### src/design/hci_crw_pkg.sv
`default_nettype none
package hci_crw_pkg;

	// Field widths
	localparam int unsigned ModeW = 2;
	localparam int unsigned ByteW = 8;
	localparam int unsigned OpcodeW = 16;
	localparam int unsigned TicksW = 16;
	localparam int unsigned OutcomeW = 2;
	localparam int unsigned CfgIdxW = 1;
	localparam int unsigned CfgDataW = 16;
	localparam int unsigned HeadDepth = 4;

	// Request modes
	localparam logic [ModeW-1:0] MODE_BYTE = 2'd0;
	localparam logic [ModeW-1:0] MODE_TICK = 2'd1;
	localparam logic [ModeW-1:0] MODE_ARM = 2'd2;

	// Result outcomes
	localparam logic [OutcomeW-1:0] OUT_COMPLETE = 2'd0;
	localparam logic [OutcomeW-1:0] OUT_STATUS_ERR = 2'd1;
	localparam logic [OutcomeW-1:0] OUT_TIMEOUT = 2'd2;

	// Configuration register indexes
	localparam logic [CfgIdxW-1:0] CFG_EXPECTED_OPCODE = 1'd0;
	localparam logic [CfgIdxW-1:0] CFG_TIMEOUT_TICKS = 1'd1;

	// Packet codes
	localparam logic [ByteW-1:0] H4_TYPE_EVENT = 8'h04;
	localparam logic [ByteW-1:0] EVT_CMD_COMPLETE = 8'h0E;
	localparam logic [ByteW-1:0] EVT_CMD_STATUS = 8'h0F;

	localparam logic [TicksW-1:0] TIMEOUT_RESET = 16'd12000;

	// Result handed from the parser to the output register
	typedef struct packed {
		logic                valid;
		logic [OutcomeW-1:0] outcome;
		logic [ByteW-1:0]    status_code;
	} result_t;

endpackage
`default_nettype wire

### src/design/hci_crw_if.sv
`default_nettype none
interface hci_crw_req_if;
	import hci_crw_pkg::*;

	logic             valid;
	logic             ready;
	logic [ModeW-1:0] mode;
	logic [ByteW-1:0] rx_byte;

	modport source (output valid, output mode, output rx_byte, input ready);
	modport sink (input valid, input mode, input rx_byte, output ready);
endinterface

interface hci_crw_rsp_if;
	import hci_crw_pkg::*;

	logic                valid;
	logic                ready;
	logic [OutcomeW-1:0] outcome;
	logic [ByteW-1:0]    status_code;

	modport source (output valid, output outcome, output status_code, input ready);
	modport sink (input valid, input outcome, input status_code, output ready);
endinterface
`default_nettype wire

### src/design/hci_crw_parser.sv
`default_nettype none
module hci_crw_parser (
	input  wire logic                           clk,
	input  wire logic                           arst_n,
	input  wire logic                           req_valid,
	output      logic                           req_ready,
	input  wire logic [hci_crw_pkg::ModeW-1:0]  req_mode,
	input  wire logic [hci_crw_pkg::ByteW-1:0]  req_byte,
	input  wire logic [hci_crw_pkg::OpcodeW-1:0] expected_opcode,
	input  wire logic [hci_crw_pkg::TicksW-1:0] timeout_ticks,
	input  wire logic                           take,
	output      hci_crw_pkg::result_t           result
);
	import hci_crw_pkg::*;

	typedef enum logic [1:0] {
		PH_TYPE,
		PH_CODE,
		PH_LEN,
		PH_PAYLOAD
	} phase_t;

	// Input stage
	logic             valid_s1;
	logic [ModeW-1:0] mode_s1;
	logic [ByteW-1:0] byte_s1;

	// Wait and parser state
	phase_t            phase_q, phase_n;
	logic              armed_q, armed_n;
	logic [ByteW-1:0]  code_q, code_n;
	logic [ByteW-1:0]  len_q, len_n;
	logic [ByteW-1:0]  idx_q, idx_n;
	logic [ByteW-1:0]  head_q [HeadDepth];
	logic [ByteW-1:0]  head_n [HeadDepth];
	logic [TicksW-1:0] ticks_q, ticks_n;
	logic              fire;

	assign fire = valid_s1 && take;
	assign req_ready = !valid_s1 || take;

	// Hold the request until the output side can take its result
	always_ff @(posedge clk or negedge arst_n) begin
		if (!arst_n) begin
			valid_s1 <= 1'b0;
		end else if (req_ready) begin
			valid_s1 <= req_valid;
		end
	end

	always_ff @(posedge clk) begin
		if (req_ready && req_valid) begin
			mode_s1 <= req_mode;
			byte_s1 <= req_byte;
		end
	end

	// Work out the next state and any result for the staged request
	always_comb begin
		phase_n = phase_q;
		armed_n = armed_q;
		code_n = code_q;
		len_n = len_q;
		idx_n = idx_q;
		head_n = head_q;
		ticks_n = ticks_q;
		result = '0;
		if (fire) begin
			unique case (mode_s1)
				MODE_ARM: begin
					armed_n = 1'b1;
					ticks_n = '0;
					phase_n = PH_TYPE;
					code_n = '0;
					len_n = '0;
					idx_n = '0;
					for (int i = 0; i < HeadDepth; i++) head_n[i] = '0;
				end
				MODE_BYTE: begin
					if (armed_q) begin
						unique case (phase_q)
							PH_TYPE: begin
								if (byte_s1 == H4_TYPE_EVENT) begin
									phase_n = PH_CODE;
									code_n = '0;
									len_n = '0;
									idx_n = '0;
									for (int i = 0; i < HeadDepth; i++) head_n[i] = '0;
								end
							end
							PH_CODE: begin
								code_n = byte_s1;
								phase_n = PH_LEN;
							end
							PH_LEN: begin
								// A zero length ends the packet, which then matches nothing
								len_n = byte_s1;
								idx_n = '0;
								phase_n = (byte_s1 == '0) ? PH_TYPE : PH_PAYLOAD;
							end
							PH_PAYLOAD: begin
								if (idx_q < ByteW'(HeadDepth))
									head_n[idx_q[1:0]] = byte_s1;
								idx_n = idx_q + 1'b1;
								if (idx_n >= len_q) begin
									phase_n = PH_TYPE;
									if (code_q == EVT_CMD_COMPLETE && len_q >= 8'd3 &&
										{head_n[2], head_n[1]} == expected_opcode) begin
										result.valid = 1'b1;
										result.outcome = OUT_COMPLETE;
										armed_n = 1'b0;
									end else if (code_q == EVT_CMD_STATUS && len_q >= 8'd4 &&
										{head_n[3], head_n[2]} == expected_opcode &&
										head_n[0] != '0) begin
										result.valid = 1'b1;
										result.outcome = OUT_STATUS_ERR;
										result.status_code = head_n[0];
										armed_n = 1'b0;
									end
								end
							end
							default: ;
						endcase
					end
				end
				MODE_TICK: begin
					if (armed_q) begin
						if (ticks_q != '1) ticks_n = ticks_q + 1'b1;
						if (ticks_n >= timeout_ticks) begin
							result.valid = 1'b1;
							result.outcome = OUT_TIMEOUT;
							armed_n = 1'b0;
						end
					end
				end
				default: ;
			endcase
		end
	end

	// Advance the state
	always_ff @(posedge clk or negedge arst_n) begin
		if (!arst_n) begin
			phase_q <= PH_TYPE;
			armed_q <= 1'b0;
			code_q <= '0;
			len_q <= '0;
			idx_q <= '0;
			for (int i = 0; i < HeadDepth; i++) head_q[i] <= '0;
			ticks_q <= '0;
		end else begin
			phase_q <= phase_n;
			armed_q <= armed_n;
			code_q <= code_n;
			len_q <= len_n;
			idx_q <= idx_n;
			head_q <= head_n;
			ticks_q <= ticks_n;
		end
	end

endmodule
`default_nettype wire

### src/design/hci_crw_out_reg.sv
`default_nettype none
module hci_crw_out_reg (
	input  wire logic                              clk,
	input  wire logic                              arst_n,
	input  wire hci_crw_pkg::result_t              result,
	output      logic                              take,
	output      logic                              rsp_valid,
	input  wire logic                              rsp_ready,
	output      logic [hci_crw_pkg::OutcomeW-1:0]  rsp_outcome,
	output      logic [hci_crw_pkg::ByteW-1:0]     rsp_status_code
);
	import hci_crw_pkg::*;

	logic                valid_q;
	logic [OutcomeW-1:0] outcome_q;
	logic [ByteW-1:0]    status_q;

	// Free when empty or being drained this cycle
	assign take = !valid_q || rsp_ready;

	always_ff @(posedge clk or negedge arst_n) begin
		if (!arst_n) begin
			valid_q <= 1'b0;
		end else if (take) begin
			valid_q <= result.valid;
		end
	end

	always_ff @(posedge clk) begin
		if (take && result.valid) begin
			outcome_q <= result.outcome;
			status_q <= result.status_code;
		end
	end

	assign rsp_valid = valid_q;
	assign rsp_outcome = outcome_q;
	assign rsp_status_code = status_q;

endmodule
`default_nettype wire

### src/design/hci_h4_command_response_waiter.sv
`default_nettype none
// Waits for the controller's answer to one HCI command. An arm request starts
// the wait; byte requests feed received UART bytes, parsed as H4 event packets;
// tick requests advance the timeout counter. One result comes out per wait:
// command complete, status error with its status byte, or timeout. Each request
// is registered, then handled by the parser against its state, so
// one request is accepted every clock while the result register is free or
// drained; a stall on the result side holds off the next request by one stage.
// Write expected_opcode and timeout_ticks only while no request is in flight.
module hci_h4_command_response_waiter (
	input  wire logic                              clk,
	input  wire logic                              arst_n,
	hci_crw_req_if.sink                            req,
	hci_crw_rsp_if.source                          rsp,
	input  wire logic                              cfg_we,
	input  wire logic [hci_crw_pkg::CfgIdxW-1:0]   cfg_index,
	input  wire logic [hci_crw_pkg::CfgDataW-1:0]  cfg_data
);
	import hci_crw_pkg::*;

	logic [OpcodeW-1:0] opcode_q;
	logic [TicksW-1:0]  timeout_q;
	result_t            result;
	logic               take;

	// Configuration registers
	always_ff @(posedge clk or negedge arst_n) begin
		if (!arst_n) begin
			opcode_q <= '0;
			timeout_q <= TIMEOUT_RESET;
		end else if (cfg_we) begin
			unique case (cfg_index)
				CFG_EXPECTED_OPCODE: opcode_q <= cfg_data;
				CFG_TIMEOUT_TICKS:   timeout_q <= cfg_data;
				default: ;
			endcase
		end
	end

	hci_crw_parser u_parser (
		.clk             (clk),
		.arst_n          (arst_n),
		.req_valid       (req.valid),
		.req_ready       (req.ready),
		.req_mode        (req.mode),
		.req_byte        (req.rx_byte),
		.expected_opcode (opcode_q),
		.timeout_ticks   (timeout_q),
		.take            (take),
		.result          (result)
	);

	hci_crw_out_reg u_out_reg (
		.clk             (clk),
		.arst_n          (arst_n),
		.result          (result),
		.take            (take),
		.rsp_valid       (rsp.valid),
		.rsp_ready       (rsp.ready),
		.rsp_outcome     (rsp.outcome),
		.rsp_status_code (rsp.status_code)
	);

endmodule
`default_nettype wire
### src/flat_wrapper.sv
// flat-port wrapper written by rule: the top's interface ports become plain ports
module hci_h4_command_response_waiter_flat import hci_crw_pkg::*;
  (clk, arst_n, cfg_we, cfg_index, cfg_data, req_valid, req_mode, req_rx_byte, req_ready, rsp_valid, rsp_outcome, rsp_status_code, rsp_ready);
  hci_crw_req_if req_i ();
  hci_crw_rsp_if rsp_i ();
  input  wire logic clk;
  input  wire logic arst_n;
  input  wire logic cfg_we;
  input  wire logic [hci_crw_pkg::CfgIdxW-1:0] cfg_index;
  input  wire logic [hci_crw_pkg::CfgDataW-1:0] cfg_data;
  input wire logic [$bits(req_i.valid)-1:0] req_valid;
  input wire logic [$bits(req_i.mode)-1:0] req_mode;
  input wire logic [$bits(req_i.rx_byte)-1:0] req_rx_byte;
  output wire logic [$bits(req_i.ready)-1:0] req_ready;
  output wire logic [$bits(rsp_i.valid)-1:0] rsp_valid;
  output wire logic [$bits(rsp_i.outcome)-1:0] rsp_outcome;
  output wire logic [$bits(rsp_i.status_code)-1:0] rsp_status_code;
  input wire logic [$bits(rsp_i.ready)-1:0] rsp_ready;
  assign req_i.valid = req_valid;
  assign req_i.mode = req_mode;
  assign req_i.rx_byte = req_rx_byte;
  assign req_ready = req_i.ready;
  assign rsp_valid = rsp_i.valid;
  assign rsp_outcome = rsp_i.outcome;
  assign rsp_status_code = rsp_i.status_code;
  assign rsp_i.ready = rsp_ready;
  hci_h4_command_response_waiter u_core (.clk(clk), .arst_n(arst_n), .req(req_i), .rsp(rsp_i), .cfg_we(cfg_we), .cfg_index(cfg_index), .cfg_data(cfg_data));
endmodule
### config.mk
export PLATFORM = sky130hd
export DESIGN_NAME = hci_h4_command_response_waiter_flat
export DESIGN_NICKNAME = d
export VERILOG_FILES = /design/src/design/hci_crw_pkg.sv /design/src/design/hci_crw_if.sv /design/src/design/hci_crw_parser.sv /design/src/design/hci_crw_out_reg.sv /design/src/design/hci_h4_command_response_waiter.sv /design/src/flat_wrapper.sv
export SDC_FILE = /design/constraint.sdc
export NUM_CORES = 1
export LEC_CHECK = 0
export BUFFER_PORTS_ARGS = -buffer_cell sky130_fd_sc_hd__buf_2
export CAP_MARGIN = 20
export CORE_UTILIZATION = 61
export DETAILED_ROUTE_END_ITERATION = 8
export HOLD_SLACK_MARGIN = 0.12
export PLACE_DENSITY = 0.8
export RECOVER_POWER = 50
export SLEW_MARGIN = 20
export SYNTH_ARGS = -nofsm -noshare
export SYNTH_HDL_FRONTEND = slang
export SYNTH_HIERARCHICAL = 1
export SYNTH_SLANG_ARGS = --single-unit
### constraint.sdc
create_clock -name clk -period 4.4 [get_ports clk]
set_input_delay 0.44 -clock clk [delete_from_list [all_inputs] [get_ports clk]]
set_output_delay 0.44 -clock clk [all_outputs]
set_load 0.05 [all_outputs]
==> impl_metrics.tcl, run 1 <==
set metrics [dict create \
    status "finished with violations" \
    violations "design-rule violations, max-capacitance violations, max-slew violations" \
    p_leak_uw 0.00377 \
    wl_per_cell_um 20.9 \
    min_period_over_period_pct 90.3 \
    final_common_cell "dfrtp_1" \
    cp.required_ns 4.56 \
    fin_skew_ns 0.00693 \
    portBuffers 43 \
    start_util_pct 63.5 \
    rows 39 \
    post-route-min-period_ns 3.98 \
    pwr-share-comb_pct 17.0 \
    wirelength_um 18900 \
    async_reset_ff_share_pct 84.5 \
    top_layer "met4" \
    drive_gt1_share_pct 17.3 \
    start_kind "flop" \
    crit_arrival_ns 4.14 \
    synth_top_area_share_pct 34.8 \
    clkTransAtPathRegs_ns 0.06 \
    antenna_found_initial 0 \
    drt_first_pass_iters 7 \
    clkLatencyLatePin_ns 0.42 \
    core_sq_um 11600 \
    die_h_um 112 \
    post-dp-hpwl_um 13300 \
    cts_sinks 129 \
    cts_made_buffers 17 \
    hp-class "primary input to flop" \
    p_sw_uw 975 \
    p_int_uw 2340 \
    layout_common_cells "dfrtp_1 (102), inv_1 (55), nor2_1 (49), a22o_1 (49), nand2_1 (47)" \
    die_w_um 112 \
    crit_path_end_kind "flop" \
    syn_to_final_growth_pct 10.9 \
    cts_setup_buffers 0 \
    dr_wl_met3_um 1720 \
    num-nets-final 810 \
    ys.flop_type "dfrtp_1" \
    syn-num-nets 768 \
    die-area_sq_um 12500 \
    post-route-drc-count 1 \
    holdWs_ns 0.200 \
    clkPwrFrac_pct 39.4 \
    vias_per_cell 6.51 \
    cts_tree "built" \
    ys_seq_area_share_pct 45.4 \
    peakVddDrop_uv 353 \
    met2_length_um 8820 \
    num_antenna_cells 0 \
    root_buffer "clkbuf_16" \
    tightest_slew_ns 1.97 \
    slew_headroom_pct -31.0 \
    fmax_mhz 252 \
    syn_area_per_cell_sq_um 10.4 \
    rsz0062_at_grt "no" \
    finalHoldViolations 0 \
    h-tree-depth 4 \
    yosys_warnings 6 \
    power_density_nw_per_um2 407 \
    routabilityCongestion 0.949 \
    setup_viol 0 \
    grt_pass1_wl_um 30400 \
    grt_usage_pct 31.9 \
    grt_overflow 0 \
    grt_start_max_net_pins 77 \
    swShare_pct 29.4 \
    antenna_left 0 \
    setup-tns-final_ns 0 \
    ys_seq_elements 129 \
    met1Wirelength_um 7810 \
    ys_types 75 \
    ctsHoldBuffers 0 \
    report.final.slew_viol_count 112 \
    cts_resized 0 \
    vias 5888 \
    worstSetupPathType "flop to flop" \
    yosys-top-cells-area "dfrtp_1 (35%), edfxtp_1 (8.2%), a22o_1 (5.8%)" \
    cts_buffer_depth 2 \
    grt_pass1_vias 5823 \
    io_pins 44 \
    syn_area_sq_um 7340 \
    synth-edff-count 20 \
    yosysTopAreaCell "dfrtp_1" \
    seqPwrFrac_pct 43.6 \
    max_cap_viol_count 2 \
    postSynthCellCount 707 \
    drt-initial-drc-count 596 \
    cp_max_fo 10 \
]
## worst max-delay path: stages (launching register included)
cell and delay, ns:
dfrtp_1 0.43, ha_1 0.27, nand2_1 0.16, or3_1 0.45, nor2_1 0.35, nor3_1 0.19
nand3_1 0.16, xnor2_1 0.14, ha_1 0.27, a21o_1 0.19, a21o_1 0.17, a21oi_1 0.15
o211ai_1 0.10, a2bb2oi_1 0.23, nor2_1 0.12, a21o_1 0.17, and2_4 0.19
## area by class of cell
| class | instances | area, sq um |
|---|---|---|
| clock buffer | 24 | 502 |
| clock inverter | 8 | 52.6 |
| fill | 858 | 3420 |
| inverter | 56 | 210 |
| multi-input combinational | 494 | 3600 |
| sequential | 129 | 3340 |
| tap | 143 | 179 |
| timing repair buffer | 51 | 264 |
## cells by family after synthesis
family / synth area share (%)
DFF: 45.4
buffers and inverters: 4.87
adders and majority gates: 4.94
xor gates and xnor gates: 4.65
AOI/OAI and AO/OA: 17.1
and+or+nand+nor: 15.3
muxes: 7.67
## state kept, by name (all words and copies together) (netlist names)
name,count
u_core/u_out_reg/rsp_valid,1
u_core/u_parser/valid_s1,1
u_core/u_parser/head_q,32
u_core/u_parser/code_q,8
u_core/opcode_q,16
u_core/u_out_reg/rsp_outcome,2
u_core/u_parser/idx_q,8
u_core/timeout_q,16
u_core/u_out_reg/rsp_status_code,8
u_core/u_parser/len_q,8
u_core/u_parser/mode_s1,2
u_core/u_parser/ticks_q,16
u_core/u_parser/byte_s1,8
u_core/u_parser/armed_q,1
u_core/u_parser/phase_q,2
## through the flow
stage / utilization (%) / total power, uW / cell area [sq um] / std cells / setup WS [ns]
CTS: 71.0 / 3320 / 8210 / 905 / 0.498
global route: 70.4 / 3460 / 8150 / 905 / 0.273
detailed placement: 66.2 / 2020 / 7650 / 873 / 0.522
floorplan: - / 1820 / 7340 / 707 / 0.974
finish: 70.4 / 3320 / 8150 / 905 / 0.425
global placement: 66.2 / 1990 / 7650 / 873 / 0.674
## power by group through the flow
stage	clock [uW]	combinational, uW	sequential [uW]
3_3_place_gp	0	536	1460
4_1_cts	1320	562	1440
5_1_grt	1380	620	1460
6_report	1310	564	1440
3_5_place_dp	0	555	1460
2_1_floorplan	0	426	1390
## cells in the mapped netlist, types with 3 or more instances
master / n
mux2i_1: 12
o21ai_0: 12
o22ai_1: 5
dfrtp_1: 102
mux2_2: 24
o21ai_1: 25
a31oi_1: 4
mux2_4: 10
and2_1: 3
ha_1: 29
buf_6: 4
a21o_1: 8
a2bb2oi_1: 3
buf_2: 4
a22o_1: 49
nand3_1: 28
clkbuf_1: 17
and3_1: 10
o31ai_1: 10
dfstp_2: 7
or4_1: 5
a21oi_1: 18
o221ai_1: 4
nand4_1: 10
xnor2_1: 21
nor2b_1: 8
nand2_1: 46
edfxtp_1: 20
xor2_1: 18
nor2_1: 49
o221a_2: 3
nor3_1: 10
inv_1: 55
nand2b_1: 13
nor4_1: 8
## routing by layer
metal / vias to the layer above / GRT usage (%)
met5: - / 0
met4: 0 / 12.6
met3: 59 / 8.71
met2: 334 / 50.3
met1: 2837 / 42.0
li1: 2658 / -
## worst paths after layout
path | startpoint | end | slack [ns] | cells after the start
setup reg to reg | u_core/u_parser/ticks_q[0] | u_core/u_out_reg/rsp_status_code[2] | 0.42 | 16
max in group asynchronous | arst_n | u_core/u_parser/head_q[18] | 1.24 | 2
hold / removal | req_rx_byte[7] | u_core/u_parser/byte_s1[7] | 0.20 | 1
hold reg to reg | u_core/u_parser/head_q[23] | u_core/u_parser/head_q[23] | 0.51 | 1
setup / recovery | u_core/u_parser/ticks_q[0] | u_core/u_out_reg/rsp_status_code[2] | 0.42 | 16
min in group asynchronous | arst_n | u_core/u_parser/idx_q[6] | 0.54 | 1
Power figures use the tool's default switching activity.
==> run 2: changes to the inputs <==
--- a/config.mk
+++ b/config.mk
@@ -7,10 +7,11 @@
 export LEC_CHECK = 0
 export BUFFER_PORTS_ARGS = -buffer_cell sky130_fd_sc_hd__buf_2
 export CAP_MARGIN = 20
-export CORE_UTILIZATION = 61
+export CORE_UTILIZATION = 63
+export CTS_BUF_LIST = sky130_fd_sc_hd__clkbuf_8
 export DETAILED_ROUTE_END_ITERATION = 8
 export HOLD_SLACK_MARGIN = 0.12
-export PLACE_DENSITY = 0.8
+export PLACE_DENSITY = 0.82
 export RECOVER_POWER = 50
 export SLEW_MARGIN = 20
 export SYNTH_ARGS = -nofsm -noshare
==> impl_metrics.tcl, run 2 (synthesized netlist as in run 1, its figures left out) <==
set metrics [dict create \
    die-area_sq_um 12100 \
    r2r-end "u_core/u_out_reg/rsp_outcome[1]" \
    vias 5779 \
    syn_to_final_growth_pct 8.96 \
    die_w_um 110 \
    setup_viol 0 \
    violations "max-capacitance violations, max-slew violations" \
    start_util_pct 64.6 \
    placed_area_sq_um 7650 \
    slew_headroom_pct -25.6 \
    cts_resized 0 \
    post-dp-hpwl_um 12700 \
    cts_setup_buffers 0 \
    r2r_start "u_core/u_parser/ticks_q[0]" \
    peakVddDrop_uv 305 \
    tightest_slew_ns 1.88 \
    crit_arrival_ns 4.25 \
    reg2reg_depth 16 \
    p_leak_uw 0.00374 \
    final_common_cell "dfrtp_1" \
    setup-tns-final_ns 0 \
    ctsHoldBuffers 0 \
    dr_wl_met3_um 1240 \
    regMostFlops "u_core/u_parser/head_q" \
    status "finished with violations" \
    grt_pass1_wl_um 28600 \
    top_layer "met4" \
    antenna_found_initial 0 \
    worstSetupPathType "flop to flop" \
    whs_path_depth 1 \
    finalHoldViolations 0 \
    largest_reg_flops 32 \
    worst_slack_ns 0.360 \
    rows 39 \
    holdWs_ns 0.147 \
    power_uw 3040 \
    antenna_left 0 \
    cts_tree "built" \
    clkLatencyLatePin_ns 0.46 \
    crit_path_end_kind "flop" \
    cts_made_buffers 17 \
    cp_max_fo 10 \
    grt_pass1_vias 5590 \
    power_density_nw_per_um2 380 \
    routabilityCongestion 0.940 \
    hp-class "primary input to flop" \
    vias_per_cell 6.39 \
    grt_overflow 0 \
    pre_cts_ws_ns 0.496 \
    holdPathEnd "u_core/u_parser/byte_s1[1]" \
    root_buffer "clkbuf_8" \
    drt_first_pass_iters 5 \
    r2r_slack_ns 0.36 \
    drt-initial-drc-count 558 \
    final_cell_area_sq_um 8000 \
    grt_start_max_net_pins 79 \
    start_kind "flop" \
    post-route-min-period_ns 4.04 \
    fin_skew_ns 0.00870 \
    cts_sinks 129 \
    cts_buffer_depth 2 \
    drive_gt1_share_pct 17.3 \
    io_pins 44 \
    wirelength_um 17800 \
    report.final.slew_viol_count 112 \
    met2_length_um 8350 \
    core_sq_um 11400 \
    num-nets-final 810 \
    layout_common_cells "dfrtp_1 (102), inv_1 (58), nor2_1 (49), a22o_1 (49), nand2_1 (47)" \
    wl_per_cell_um 19.7 \
    cp.required_ns 4.61 \
    clkTransAtPathRegs_ns 0.07 \
    rsz0062_at_grt "no" \
    h-tree-depth 4 \
    met1Wirelength_um 7650 \
    post-route-drc-count 0 \
    min_period_over_period_pct 91.8 \
    die_h_um 110 \
    max_cap_viol_count 2 \
    fmax_mhz 248 \
    num_antenna_cells 0 \
    portBuffers 43 \
    hold_path.startpoint "req_rx_byte[1]" \
    grt_usage_pct 32.4 \
]
## run 2: cell count changes in the layout (fill, tap and decap cells not counted), sizes merged
cell      previous run  this run
buf                 43        48
bufinv               0         3
clkbuf              32        22
clkinv               5         6
clkinvlp             2         1
inv                 57        59
## run 2: metrics by stage
step           utilization (%)  std cells
2_1_floorplan                -        707
3_3_place_gp              67.3        873
3_5_place_dp              67.3        873
4_1_cts                   70.9        905
5_1_grt                   70.4        905
6_report                  70.4        905
## run 2: worst max-delay path, stage by stage (launching register included)
cell       delay [ns]
dfrtp_1          0.43
ha_1             0.26
nand2_1          0.15
or3_1            0.43
nor2_1           0.35
nor3_1           0.19
nand3_1          0.17
xnor2_1          0.15
ha_1             0.27
a21o_1           0.19
a21o_1           0.17
a21oi_1          0.18
o211ai_1         0.14
a2bb2oi_1        0.23
nor2_1           0.11
a21o_1           0.18
and2_4           0.19
## run 2: final cells by class
class                   instances  area [sq um]
multi-input cells             494          3600
fillers                       865          3370
flip-flops and latches        129          3340
repair buffers                 51           270
clock buffers                  19           262
inverters                      56           210
well taps                     143           179
clock inverters                13           146
## run 2: worst max-delay path by stage
stage                                    start                                   to  slack (ns)  cells past startpoint
detailed placement  u_core/u_parser/ticks_q[0]  u_core/u_out_reg/rsp_status_code[0]        0.50                     16
finish              u_core/u_parser/ticks_q[0]      u_core/u_out_reg/rsp_outcome[1]        0.36                     16
CTS                 u_core/u_parser/ticks_q[0]      u_core/u_out_reg/rsp_outcome[1]        0.47                     16
global placement    u_core/u_parser/ticks_q[0]      u_core/u_out_reg/rsp_outcome[0]        0.66                     16
global route        u_core/u_parser/ticks_q[0]      u_core/u_out_reg/rsp_outcome[1]        0.15                     16
floorplan           u_core/u_parser/ticks_q[0]      u_core/u_out_reg/rsp_outcome[0]        0.97                     16
## run 2: where the power goes
part	switching (uW)	internal, uW	total [uW]
sequential	138	1310	1450
clock	468	581	1050
combinational	309	235	545
total	916	2120	3040
## run 2: metal layers
layer / vias up / global-route usage (%)
li1: 2658 / -
met1: 2811 / 42.8
met2: 259 / 50.4
met3: 51 / 8.12
met4: 0 / 14.4
met5: - / 0
